## config.mk

```make
export PLATFORM = sky130hd
export DESIGN_NAME = i2c_master_transaction_sequencer_top
export DESIGN_NICKNAME = d
export VERILOG_FILES = /design/src/i2cseq_pkg.sv /design/src/i2cseq_ram.sv /design/src/i2cseq_core.sv /design/src/i2cseq_skid.sv /design/src/i2c_master_transaction_sequencer_top.sv
export VERILOG_INCLUDE_DIRS = /design/src /design/src/src
export SDC_FILE = /design/constraint.sdc
export NUM_CORES = 2
export LEC_CHECK = 0
export BUFFER_PORTS_ARGS = -buffer_cell sky130_fd_sc_hd__buf_2
export CAP_MARGIN = 20
export CORE_MARGIN = 10
export CORE_UTILIZATION = 40
export CTS_BUF_LIST = sky130_fd_sc_hd__clkbuf_16
export DETAILED_ROUTE_END_ITERATION = 8
export HOLD_SLACK_MARGIN = 0.12
export PLACE_DENSITY_LB_ADDON = 0.08
export RECOVER_POWER = 25
export SETUP_SLACK_MARGIN = 0.15
export SYNTH_ARGS = -nofsm -noshare
export SYNTH_HDL_FRONTEND = slang
export SYNTH_SLANG_ARGS = --single-unit
export TNS_END_PERCENT = 50
```

## constraint.sdc

```tcl
create_clock -name aclk -period 5.1 [get_ports aclk]
set_input_delay 0.765 -clock aclk [delete_from_list [all_inputs] [get_ports aclk]]
set_output_delay 0.765 -clock aclk [all_outputs]
set_load 0.02 [all_outputs]
```

## src/i2c_master_transaction_sequencer_top_macros.svh

```systemverilog
// Assertion macros used by the sequencer RTL
`ifndef I2C_MASTER_TRANSACTION_SEQUENCER_TOP_MACROS_SVH
`define I2C_MASTER_TRANSACTION_SEQUENCER_TOP_MACROS_SVH

`ifndef ASSERT_OFF
// same-cycle implication
`define ASSERT_IMPL(label, clk, rstn, ante, cons) \
    label: assert property (@(posedge clk) disable iff (!rstn) (ante) |-> (cons)) \
        else $error("assertion failed");
// next-cycle implication
`define ASSERT_NEXT(label, clk, rstn, ante, cons) \
    label: assert property (@(posedge clk) disable iff (!rstn) (ante) |=> (cons)) \
        else $error("assertion failed");
`else
`define ASSERT_IMPL(label, clk, rstn, ante, cons)
`define ASSERT_NEXT(label, clk, rstn, ante, cons)
`endif

`endif

```

## src/i2cseq_pkg.sv

```systemverilog
package i2cseq_pkg;

    // command codes carried in s_tuser
    localparam logic [1:0] CMD_LOAD  = 2'd0;
    localparam logic [1:0] CMD_START = 2'd1;
    localparam logic [1:0] CMD_EVENT = 2'd2;

    // completion codes
    localparam logic [1:0] FIN_BUSY     = 2'd0;
    localparam logic [1:0] FIN_READ     = 2'd1;
    localparam logic [1:0] FIN_WRITE    = 2'd2;
    localparam logic [1:0] FIN_REJECTED = 2'd3;

    // acknowledge control codes
    localparam logic [1:0] ACK_KEEP = 2'd0;
    localparam logic [1:0] ACK_ACK  = 2'd1;
    localparam logic [1:0] ACK_NACK = 2'd2;

    // controller status codes
    localparam logic [7:0] ST_START      = 8'h08;
    localparam logic [7:0] ST_RESTART    = 8'h10;
    localparam logic [7:0] ST_ADDR_W_ACK = 8'h18;
    localparam logic [7:0] ST_ADDR_W_NAK = 8'h20;
    localparam logic [7:0] ST_DATA_W_ACK = 8'h28;
    localparam logic [7:0] ST_ARB_LOST   = 8'h38;
    localparam logic [7:0] ST_ADDR_R_ACK = 8'h40;
    localparam logic [7:0] ST_DATA_R_ACK = 8'h50;
    localparam logic [7:0] ST_DATA_R_NAK = 8'h58;

    // clears the read bit of the address
    localparam logic [7:0] ADDR_WRITE_MASK = 8'hFE;

    // one result beat, first field in the highest bits
    typedef struct packed {
        logic [7:0] error_code;
        logic [1:0] finish;
        logic [7:0] rx_index;
        logic [7:0] rx_byte;
        logic       rx_valid;
        logic       irq_clear;
        logic [1:0] ack_control;
        logic       stop_set;
        logic       start_clear;
        logic       start_set;
        logic [7:0] send_byte;
        logic       send_valid;
    } result_t;

    localparam int RESULT_W = $bits(result_t);
    localparam int M_DATA_W = ((RESULT_W + 7) / 8) * 8;

endpackage

```

## src/i2cseq_ram.sv

```systemverilog
module i2cseq_ram #(
    parameter int WIDTH = 8,
    parameter int DEPTH = 256
) (
    input  logic                     aclk,
    input  logic                     we,
    input  logic [$clog2(DEPTH)-1:0] waddr,
    input  logic [WIDTH-1:0]         wdata,
    input  logic [$clog2(DEPTH)-1:0] raddr,
    output logic [WIDTH-1:0]         rdata
);

    logic [WIDTH-1:0] mem [DEPTH];
    logic [WIDTH-1:0] rdata_reg;

    // write port and registered read port
    always_ff @(posedge aclk) begin
        if (we) begin
            mem[waddr] <= wdata;
        end
        rdata_reg <= mem[raddr];
    end

    assign rdata = rdata_reg;

endmodule

```

## src/i2cseq_core.sv

```systemverilog
module i2cseq_core #(
    parameter int BUFFER_DEPTH = 256
) (
    input  logic                            aclk,
    input  logic                            aresetn,
    input  logic                            cfg_we,
    input  logic                            cfg_disable,
    input  logic                            in_accept,
    input  logic [1:0]                      cmd,
    input  logic [7:0]                      dev_addr,
    input  logic [7:0]                      write_length,
    input  logic [7:0]                      read_length,
    input  logic [7:0]                      write_byte,
    input  logic [7:0]                      bus_status,
    input  logic [7:0]                      rx_data,
    output logic                            mem_we,
    output logic [$clog2(BUFFER_DEPTH)-1:0] mem_waddr,
    output logic [7:0]                      mem_wdata,
    output logic [$clog2(BUFFER_DEPTH)-1:0] mem_raddr,
    input  logic [7:0]                      mem_rdata,
    output i2cseq_pkg::result_t             result
);

    localparam int IDX_W = $clog2(BUFFER_DEPTH);
    localparam logic [IDX_W-1:0] IDX_LAST = IDX_W'(BUFFER_DEPTH - 1);

    logic [7:0]       load_ptr_reg, load_ptr_next;
    logic [7:0]       send_ptr_reg, send_ptr_next;
    logic [IDX_W-1:0] load_idx_reg, load_idx_next;
    logic [IDX_W-1:0] send_idx_reg, send_idx_next;
    logic [7:0]       writes_left_reg, writes_left_next;
    logic [7:0]       reads_left_reg, reads_left_next;
    logic [7:0]       read_ptr_reg, read_ptr_next;
    logic [7:0]       target_reg, target_next;
    logic [7:0]       error_reg, error_next;
    logic             disable_reg;
    logic             byp_valid_reg;
    logic [7:0]       byp_data_reg;
    logic [7:0]       store_byte;
    logic [1:0]       done_code;
    logic [7:0]       reads_dec;

    // store index follows pointer modulo depth; pointer wrap restarts it
    function automatic logic [IDX_W-1:0] idx_step(input logic [7:0] ptr,
                                                  input logic [IDX_W-1:0] idx);
        logic [IDX_W-1:0] r;
        if (ptr == 8'hFF || idx == IDX_LAST) begin
            r = '0;
        end else begin
            r = idx + 1'b1;
        end
        return r;
    endfunction

    // byte at the send pointer, with forwarding of a same-address write
    assign store_byte = byp_valid_reg ? byp_data_reg : mem_rdata;
    assign done_code  = target_reg[0] ? i2cseq_pkg::FIN_READ : i2cseq_pkg::FIN_WRITE;
    assign reads_dec  = (reads_left_reg != 8'd0) ? reads_left_reg - 8'd1 : 8'd0;

    // store write port and lookahead read address
    assign mem_we    = in_accept && (cmd == i2cseq_pkg::CMD_LOAD);
    assign mem_waddr = load_idx_reg;
    assign mem_wdata = write_byte;
    assign mem_raddr = aresetn ? send_idx_next : '0;

    // decode one item
    always_comb begin
        load_ptr_next    = load_ptr_reg;
        send_ptr_next    = send_ptr_reg;
        load_idx_next    = load_idx_reg;
        send_idx_next    = send_idx_reg;
        writes_left_next = writes_left_reg;
        reads_left_next  = reads_left_reg;
        read_ptr_next    = read_ptr_reg;
        target_next      = target_reg;
        error_next       = error_reg;
        result           = '0;

        if (in_accept) begin
            unique case (cmd)
                i2cseq_pkg::CMD_LOAD: begin
                    load_ptr_next = load_ptr_reg + 8'd1;
                    load_idx_next = idx_step(load_ptr_reg, load_idx_reg);
                end
                i2cseq_pkg::CMD_START: begin
                    if (disable_reg) begin
                        result.finish = i2cseq_pkg::FIN_REJECTED;
                    end else begin
                        target_next      = dev_addr;
                        writes_left_next = write_length;
                        reads_left_next  = read_length;
                        load_ptr_next    = 8'd0;
                        load_idx_next    = '0;
                        send_ptr_next    = 8'd0;
                        send_idx_next    = '0;
                        read_ptr_next    = 8'd0;
                        error_next       = 8'd0;
                        result.start_set = 1'b1;
                    end
                end
                i2cseq_pkg::CMD_EVENT: begin
                    unique case (bus_status) inside
                        i2cseq_pkg::ST_START: begin
                            result.send_valid = 1'b1;
                            result.send_byte  = (writes_left_reg == 8'd0)
                                ? (target_reg | 8'd1)
                                : (target_reg & i2cseq_pkg::ADDR_WRITE_MASK);
                            result.irq_clear  = 1'b1;
                        end
                        i2cseq_pkg::ST_RESTART: begin
                            result.send_valid = 1'b1;
                            result.send_byte  = target_reg | 8'd1;
                            result.irq_clear  = 1'b1;
                        end
                        i2cseq_pkg::ST_ADDR_W_ACK,
                        i2cseq_pkg::ST_DATA_W_ACK: begin
                            if (bus_status == i2cseq_pkg::ST_ADDR_W_ACK) begin
                                result.start_clear = 1'b1;
                            end
                            if (writes_left_reg != 8'd0) begin
                                // send next buffered byte
                                result.send_valid = 1'b1;
                                result.send_byte  = store_byte;
                                result.irq_clear  = 1'b1;
                                send_ptr_next     = send_ptr_reg + 8'd1;
                                send_idx_next     = idx_step(send_ptr_reg, send_idx_reg);
                                writes_left_next  = writes_left_reg - 8'd1;
                            end else if (bus_status == i2cseq_pkg::ST_DATA_W_ACK
                                         && target_reg[0]) begin
                                // repeated start into the read phase
                                result.start_set = 1'b1;
                                result.irq_clear = 1'b1;
                            end else if (bus_status == i2cseq_pkg::ST_DATA_W_ACK
                                         || reads_left_reg == 8'd0) begin
                                result.start_clear = 1'b1;
                                result.stop_set    = 1'b1;
                                result.irq_clear   = 1'b1;
                                result.finish      = done_code;
                            end
                        end
                        i2cseq_pkg::ST_ADDR_R_ACK: begin
                            result.start_clear = 1'b1;
                            result.ack_control = (reads_left_reg > 8'd1)
                                ? i2cseq_pkg::ACK_ACK : i2cseq_pkg::ACK_NACK;
                            result.irq_clear   = 1'b1;
                        end
                        i2cseq_pkg::ST_DATA_R_ACK: begin
                            result.rx_valid    = 1'b1;
                            result.rx_byte     = rx_data;
                            result.rx_index    = read_ptr_reg;
                            read_ptr_next      = read_ptr_reg + 8'd1;
                            reads_left_next    = reads_dec;
                            result.ack_control = (reads_dec == 8'd1)
                                ? i2cseq_pkg::ACK_NACK : i2cseq_pkg::ACK_ACK;
                            result.irq_clear   = 1'b1;
                        end
                        i2cseq_pkg::ST_DATA_R_NAK: begin
                            result.rx_valid    = 1'b1;
                            result.rx_byte     = rx_data;
                            result.rx_index    = read_ptr_reg;
                            result.start_clear = 1'b1;
                            result.stop_set    = 1'b1;
                            result.irq_clear   = 1'b1;
                            result.finish      = done_code;
                        end
                        i2cseq_pkg::ST_ARB_LOST: begin
                            // end without STOP
                            error_next    = bus_status;
                            result.finish = done_code;
                        end
                        default: begin
                            // failure: keep the code and stop
                            error_next         = bus_status;
                            result.start_clear = 1'b1;
                            result.stop_set    = 1'b1;
                            result.irq_clear   = 1'b1;
                            result.finish      = done_code;
                        end
                    endcase
                end
                default: begin
                end
            endcase
        end
        result.error_code = error_next;
    end

    // state registers
    always_ff @(posedge aclk) begin
        if (!aresetn) begin
            load_ptr_reg    <= 8'd0;
            send_ptr_reg    <= 8'd0;
            load_idx_reg    <= '0;
            send_idx_reg    <= '0;
            writes_left_reg <= 8'd0;
            reads_left_reg  <= 8'd0;
            read_ptr_reg    <= 8'd0;
            target_reg      <= 8'd0;
            error_reg       <= 8'd0;
            disable_reg     <= 1'b0;
            byp_valid_reg   <= 1'b0;
        end else begin
            load_ptr_reg    <= load_ptr_next;
            send_ptr_reg    <= send_ptr_next;
            load_idx_reg    <= load_idx_next;
            send_idx_reg    <= send_idx_next;
            writes_left_reg <= writes_left_next;
            reads_left_reg  <= reads_left_next;
            read_ptr_reg    <= read_ptr_next;
            target_reg      <= target_next;
            error_reg       <= error_next;
            byp_valid_reg   <= mem_we && (mem_waddr == mem_raddr);
            if (cfg_we) begin
                disable_reg <= cfg_disable;
            end
        end
    end

    // forwarded write data
    always_ff @(posedge aclk) begin
        byp_data_reg <= mem_wdata;
    end

endmodule

```

## src/i2cseq_skid.sv

```systemverilog
`include "i2c_master_transaction_sequencer_top_macros.svh"

module i2cseq_skid (
    input  logic                aclk,
    input  logic                aresetn,
    input  logic                in_valid,
    output logic                in_ready,
    input  i2cseq_pkg::result_t in_data,
    output logic                out_valid,
    input  logic                out_ready,
    output i2cseq_pkg::result_t out_data
);

    logic                out_valid_reg, out_valid_next;
    logic                skid_valid_reg, skid_valid_next;
    i2cseq_pkg::result_t out_data_reg, out_data_next;
    i2cseq_pkg::result_t skid_data_reg, skid_data_next;
    logic                accept;

    assign in_ready  = !skid_valid_reg;
    assign accept    = in_valid && in_ready;
    assign out_valid = out_valid_reg;
    assign out_data  = out_data_reg;

    // refill the output stage from the skid stage first, park when stalled
    always_comb begin
        out_valid_next  = out_valid_reg;
        skid_valid_next = skid_valid_reg;
        out_data_next   = out_data_reg;
        skid_data_next  = skid_data_reg;
        if (!out_valid_reg || out_ready) begin
            out_valid_next  = skid_valid_reg || accept;
            out_data_next   = skid_valid_reg ? skid_data_reg : in_data;
            skid_valid_next = 1'b0;
        end else if (accept) begin
            skid_valid_next = 1'b1;
            skid_data_next  = in_data;
        end
    end

    always_ff @(posedge aclk) begin
        if (!aresetn) begin
            out_valid_reg  <= 1'b0;
            skid_valid_reg <= 1'b0;
        end else begin
            out_valid_reg  <= out_valid_next;
            skid_valid_reg <= skid_valid_next;
        end
    end

    always_ff @(posedge aclk) begin
        out_data_reg  <= out_data_next;
        skid_data_reg <= skid_data_next;
    end

    `ASSERT_IMPL(a_skid_behind_out, aclk, aresetn, skid_valid_reg, out_valid_reg)
    `ASSERT_NEXT(a_accept_fills, aclk, aresetn, accept, out_valid_reg)
    `ASSERT_NEXT(a_stall_keeps, aclk, aresetn, out_valid_reg && !out_ready, out_valid_reg)
    `ASSERT_NEXT(a_stall_parks, aclk, aresetn, out_valid_reg && !out_ready && accept, skid_valid_reg)

endmodule

```

## src/i2c_master_transaction_sequencer_top.sv

```systemverilog
// I2C master transaction sequencer.
// Input channel s_*: one beat per item; s_tuser carries the command (load
// write byte, start transaction, bus status event), s_tdata the fields.
// Result channel m_*: exactly one result beat per accepted item, telling the
// bus controller what to do next (byte to send, START/STOP, ACK/NACK, clear
// interrupt, received byte with index, completion and error code).
// Configuration channel cfg_*: one bit, disable_transfers; always ready.
// The result is registered in the output stage (or first in the skid register)
// before it reaches m_tdata. Throughput: one item per cycle while s_tready is
// high. The write buffer is a RAM with registered read, addressed ahead by the next
// send index, with a forwarding register for a load to the same entry.
// A two-entry output stage (result register plus skid register) keeps input
// accepted while a result waits; s_tready drops only when both are full, i.e.
// after the receiver has stalled with one result parked.
// Reset (aresetn low, synchronous) clears all pointers, counters, the saved
// error and the disable bit; buffer contents stay undefined until loaded.
module i2c_master_transaction_sequencer_top #(
    parameter int BUFFER_DEPTH = 256
) (
    input  logic        aclk,
    input  logic        aresetn,
    input  logic        s_tvalid,
    output logic        s_tready,
    // [7:0] dev_addr, [15:8] write_length, [23:16] read_length,
    // [31:24] write_byte, [39:32] bus_status, [47:40] rx_data
    input  logic [47:0] s_tdata,
    // [1:0] cmd
    input  logic [1:0]  s_tuser,
    output logic        m_tvalid,
    input  logic        m_tready,
    // [0] send_valid, [8:1] send_byte, [9] start_set, [10] start_clear,
    // [11] stop_set, [13:12] ack_control, [14] irq_clear, [15] rx_valid,
    // [23:16] rx_byte, [31:24] rx_index, [33:32] finish, [41:34] error_code,
    // [47:42] zero
    output logic [i2cseq_pkg::M_DATA_W-1:0] m_tdata,
    input  logic        cfg_valid,
    output logic        cfg_ready,
    input  logic        cfg_data
);

    localparam int IDX_W = $clog2(BUFFER_DEPTH);

    logic                in_accept;
    logic                mem_we;
    logic [IDX_W-1:0]    mem_waddr;
    logic [IDX_W-1:0]    mem_raddr;
    logic [7:0]          mem_wdata;
    logic [7:0]          mem_rdata;
    i2cseq_pkg::result_t core_result;
    i2cseq_pkg::result_t out_result;

    assign cfg_ready = 1'b1;
    assign in_accept = s_tvalid && s_tready;

    i2cseq_ram #(
        .WIDTH(8),
        .DEPTH(BUFFER_DEPTH)
    ) u_store (
        .aclk (aclk),
        .we   (mem_we),
        .waddr(mem_waddr),
        .wdata(mem_wdata),
        .raddr(mem_raddr),
        .rdata(mem_rdata)
    );

    i2cseq_core #(
        .BUFFER_DEPTH(BUFFER_DEPTH)
    ) u_core (
        .aclk        (aclk),
        .aresetn     (aresetn),
        .cfg_we      (cfg_valid && cfg_ready),
        .cfg_disable (cfg_data),
        .in_accept   (in_accept),
        .cmd         (s_tuser),
        .dev_addr    (s_tdata[7:0]),
        .write_length(s_tdata[15:8]),
        .read_length (s_tdata[23:16]),
        .write_byte  (s_tdata[31:24]),
        .bus_status  (s_tdata[39:32]),
        .rx_data     (s_tdata[47:40]),
        .mem_we      (mem_we),
        .mem_waddr   (mem_waddr),
        .mem_wdata   (mem_wdata),
        .mem_raddr   (mem_raddr),
        .mem_rdata   (mem_rdata),
        .result      (core_result)
    );

    i2cseq_skid u_out (
        .aclk     (aclk),
        .aresetn  (aresetn),
        .in_valid (s_tvalid),
        .in_ready (s_tready),
        .in_data  (core_result),
        .out_valid(m_tvalid),
        .out_ready(m_tready),
        .out_data (out_result)
    );

    // pack result, pad to whole bytes
    assign m_tdata = i2cseq_pkg::M_DATA_W'(out_result);

endmodule
```

==> results by group <==
Cells and area
  – Post-Route Utilization: a little under half
  – Ratio of cells with drive above 1 in the final layout: roughly 14%
  – Multi-input logic area: between 20000 and 25000 µm²
  – Commonest non-fill, non-tap cells in the layout: edfxtp_1 (2132), nand2_1 (1288), buf_4 (380)
  – Area grow syn2layout: 15.71%
  – FILL cells: just under 20000
  – Final cell count without fillers: 10070
  – Storage cell area: ~66000 µm²
  – Commonest non-fill, non-tap cell in the layout: edfxtp_1
  – Post-route cell area: 103800 µm²
  – Max reg flops: 2048
  – Final net count: 6969

Floorplan
  – Initial core utilization: about two fifths
  – I/O Pins: 107
  – Die area: about 240000 µm²
  – Core area: ~220000 µm²
  – Die Width: a little under 500 µm
  – Die Ht: 493.5 µm
  – # rows: 173

Clock network
  – H-tree depth: 4
  – Root Buffer: clkbuf_16
  – CTS max path bufs: 3
  – Total CTS buffers: ~230
  – Later-pin clock latency in the skew report: 0.89 ns
  – Reg clk slew, reported paths: 0.06 ns
  – CTS tree: built
  – Clock sink count: between 2000 and 2500

Timing
  – Final hold vios: 0
  – RSZ-0062 raised after global routing: true
  – Clock skew: ~0.028 ns
  – Fin Hold WS: 0.2168 ns
  – Final setup viols: 0
  – Post-layout min period: 4.921 ns
  – Final worst slack: 0.1786 ns
  – Max frequency: 203.2 MHz
  – Slew @ Worst Pin: around 5.1 ns
  – Final period util: 96.50%
  – Slew Viols, Final: 982
  – Slew HR: -238.4%

Place
  – Dpl cells: 9629
  – Post-place setup slack: -0.6392 ns
  – PortBufs: 99
  – Post-DP Area: 96400 µm²
  – Hpwl dp: 188.2 mm
  – Global placement routability congestion: 0.8492

Synth
  – Share of flip-flops with an asynchronous set or reset: 0%
  – Gate Count Post-Synth: 6552
  – Dominant synthesized flop cell: edfxtp_1
  – Mux contribution to synthesized area: under 10%
  – Syn_area_per_cell: 13.69 µm²
  – Synth Area in Adders: 0.2093%
  – Ys Warns: 0
  – Synth Area in Compound Gates: under 10%
  – Number of synthesized flops with an enable pin: roughly 2100
  – Cell area after technology mapping: 89680 µm²
  – Distinct cells, synth: 95
  – Main combinational cell family by area after synthesis: simple AND/OR/NAND/NOR gates
  – XOR/XNOR share of the synthesized area: less than 1%
  – Simple-gate share of the synthesized area: 11.61%
  – Seq cells post-synth: 2224
  – Register area share after synthesis: about three quarters

Route
  – Routed vias/inst: 5.800
  – Wirelength per Cell: 30.45 µm
  – Post-route DRC violation count: 0
  – Initial DRC count: roughly 6300
  – WL final: 306.7 mm
  – Vias post-DR: between 50000 and 60000
  – Drt pass-1 iters: 5
  – DRT antenna net count: 0

Setup path
  – CP bufs+invs: 5
  – Worst EP required: 5.91 ns
  – CP max stage delay: approximately 0.85 ns
  – Max FO, Critical Path: 34
  – CP endpoint kind: register
  – CP top delay family: simple AND/OR/NAND/NOR gates
  – Critical path class: register to register
  – Critical path cell sequence: inv_1 -> ha_1 -> nor4b_4 -> nand2_2 -> nand2_1 -> nor4b_1 -> buf_4 -> o21ai_4 -> buf_4 -> buf_12 -> nand2_1 -> buf_4 -> a311oi_1 -> a21oi_1 -> and3_1 -> o311ai_0 -> and4_1
  – Startpoint types: register
  – Worst path slowest cell: o311ai_0
  – Crit path DAT: around 5.7 ns
  – CP most frequent cell: buf_4

Hold path
  – Worst hold path type: primary input to register

Global route
  – Total GRT Usage: 24.35%
  – Vias in the first global route: 56390
  – Grt total ovfl: 0
  – First-pass GRT wire length: 433.6 mm
  – Initial antenna violation count: 14
  – Pin count of the biggest net entering global routing: 128

Power
  – Static leakage: 0.03491 µW
  – VDD IR max: 0.3389 mV
  – Power Dens Cells: 359.8 nW/µm²

Outcome
  – Failing checks: capacitance limit, slew limit
  – Status: finished with violations

Job
  – Max Cap Viol: 12
-- cell families after synthesis --
kind of cell    count (synthesis)
mux                           278
flops                        2224
compound gates               1121
simple gates                 2390
xor+xnor                       32
fa+ha+maj                      15
other cells                     2
buf+inv                       490
-- path summary, 6_finish.rpt --
kind	start	to	slack (ns)	depth (start not counted)
setup / recovery	u_core.writes_left_reg[0]	u_store.rdata[2]	0.18	17
hold / removal	s_tdata[47]	u_out.skid_data_reg[23]	0.22	2
setup reg to reg	u_core.writes_left_reg[0]	u_store.rdata[2]	0.18	17
hold reg to reg	u_core.target_reg[7]	u_core.target_reg[7]	0.46	2
-- layer usage --
metal | part of all wire, % | up-vias | global-route usage [%] | routed length, µm
met2 | 46 | 2433 | 38.33 | 141200
met5 | 0.0088 | - | 0 | 27
met3 | 7.6 | 472 | 4.259 | 23420
li1 | - | 25510 | - | -
met1 | 43 | 30000 | 34.53 | 132300
met4 | 3.2 | 4 | 7.324 | 9751
-- stage by stage --
step / setup TNS (ns) / total power [µW]
after floorplan: 0 / 20660
after global placement: -3.458 / 21170
after detailed placement: -2.285 / 21180
after CTS: 0 / 37570
after global routing: 0 / 38350
final: 0 / 37330
-- synth_stat cells (10+ instances only) --
| cell | instances | area share (%) |
|---|---|---|
| dfxtp_1 | 92 | 2.1 |
| xnor2_1 | 10 | 0.098 |
| or3_1 | 10 | 0.070 |
| o21ai_0 | 107 | 0.60 |
| ha_1 | 15 | 0.21 |
| a32oi_1 | 45 | 0.44 |
| nand4_1 | 23 | 0.16 |
| nand3_1 | 329 | 1.8 |
| a31oi_1 | 124 | 0.87 |
| nor4_1 | 57 | 0.40 |
| a311oi_1 | 91 | 0.89 |
| o211ai_1 | 10 | 0.084 |
| a21oi_1 | 259 | 1.4 |
| clkbuf_1 | 165 | 0.69 |
| a211oi_1 | 195 | 1.6 |
| and3_1 | 180 | 1.3 |
| a22oi_1 | 13 | 0.11 |
| inv_1 | 22 | 0.092 |
| buf_2 | 208 | 1.2 |
| nand2_1 | 1308 | 5.5 |
| a2111oi_0 | 14 | 0.14 |
| a221oi_1 | 32 | 0.31 |
| nor2b_1 | 11 | 0.077 |
| edfxtp_1 | 2132 | 71 |
| nor2_1 | 368 | 1.5 |
| nor3_1 | 36 | 0.20 |
| mux2_2 | 21 | 0.26 |
| xor2_1 | 22 | 0.21 |
| o41ai_1 | 23 | 0.22 |
| mux2i_1 | 249 | 2.8 |
| buf_4 | 41 | 0.34 |
| and2_1 | 32 | 0.22 |
| o22ai_1 | 65 | 0.45 |
| a21o_1 | 44 | 0.37 |
| buf_1 | 37 | 0.15 |
| buf_6 | 11 | 0.14 |
-- report_power, final --
part           total [µW]  internal, µW  leakage, µW  switching [µW]
clock               16500          9280      0.00382            7250
sequential          20100         20100       0.0200            22.8
combinational         722           134       0.0111             588
total               37300         29500       0.0349            7860
-- timing repair --
| item | in CTS | in global routing |
|---|---|---|
| hold endpoints to repair | 9 | 0 |
| hold buffers | 10 | 0 |
| setup endpoints to repair | 2 | 6 |
| buffers inserted | 0 | 0 |
| gates resized for setup | 1 | 7 |
-- layout make-up --
cell class | count | share of cell area, %
antenna | 4 | 0.009646
clock buffer | 237 | 5.715
clock inverter | 192 | 1.358
inverter | 28 | 0.1363
multi-input combinational | 3843 | 20.93
sequential | 2224 | 63.47
tap | 2975 | 3.587
timing repair buffer | 569 | 4.793
Power figures use the tool's default switching activity.
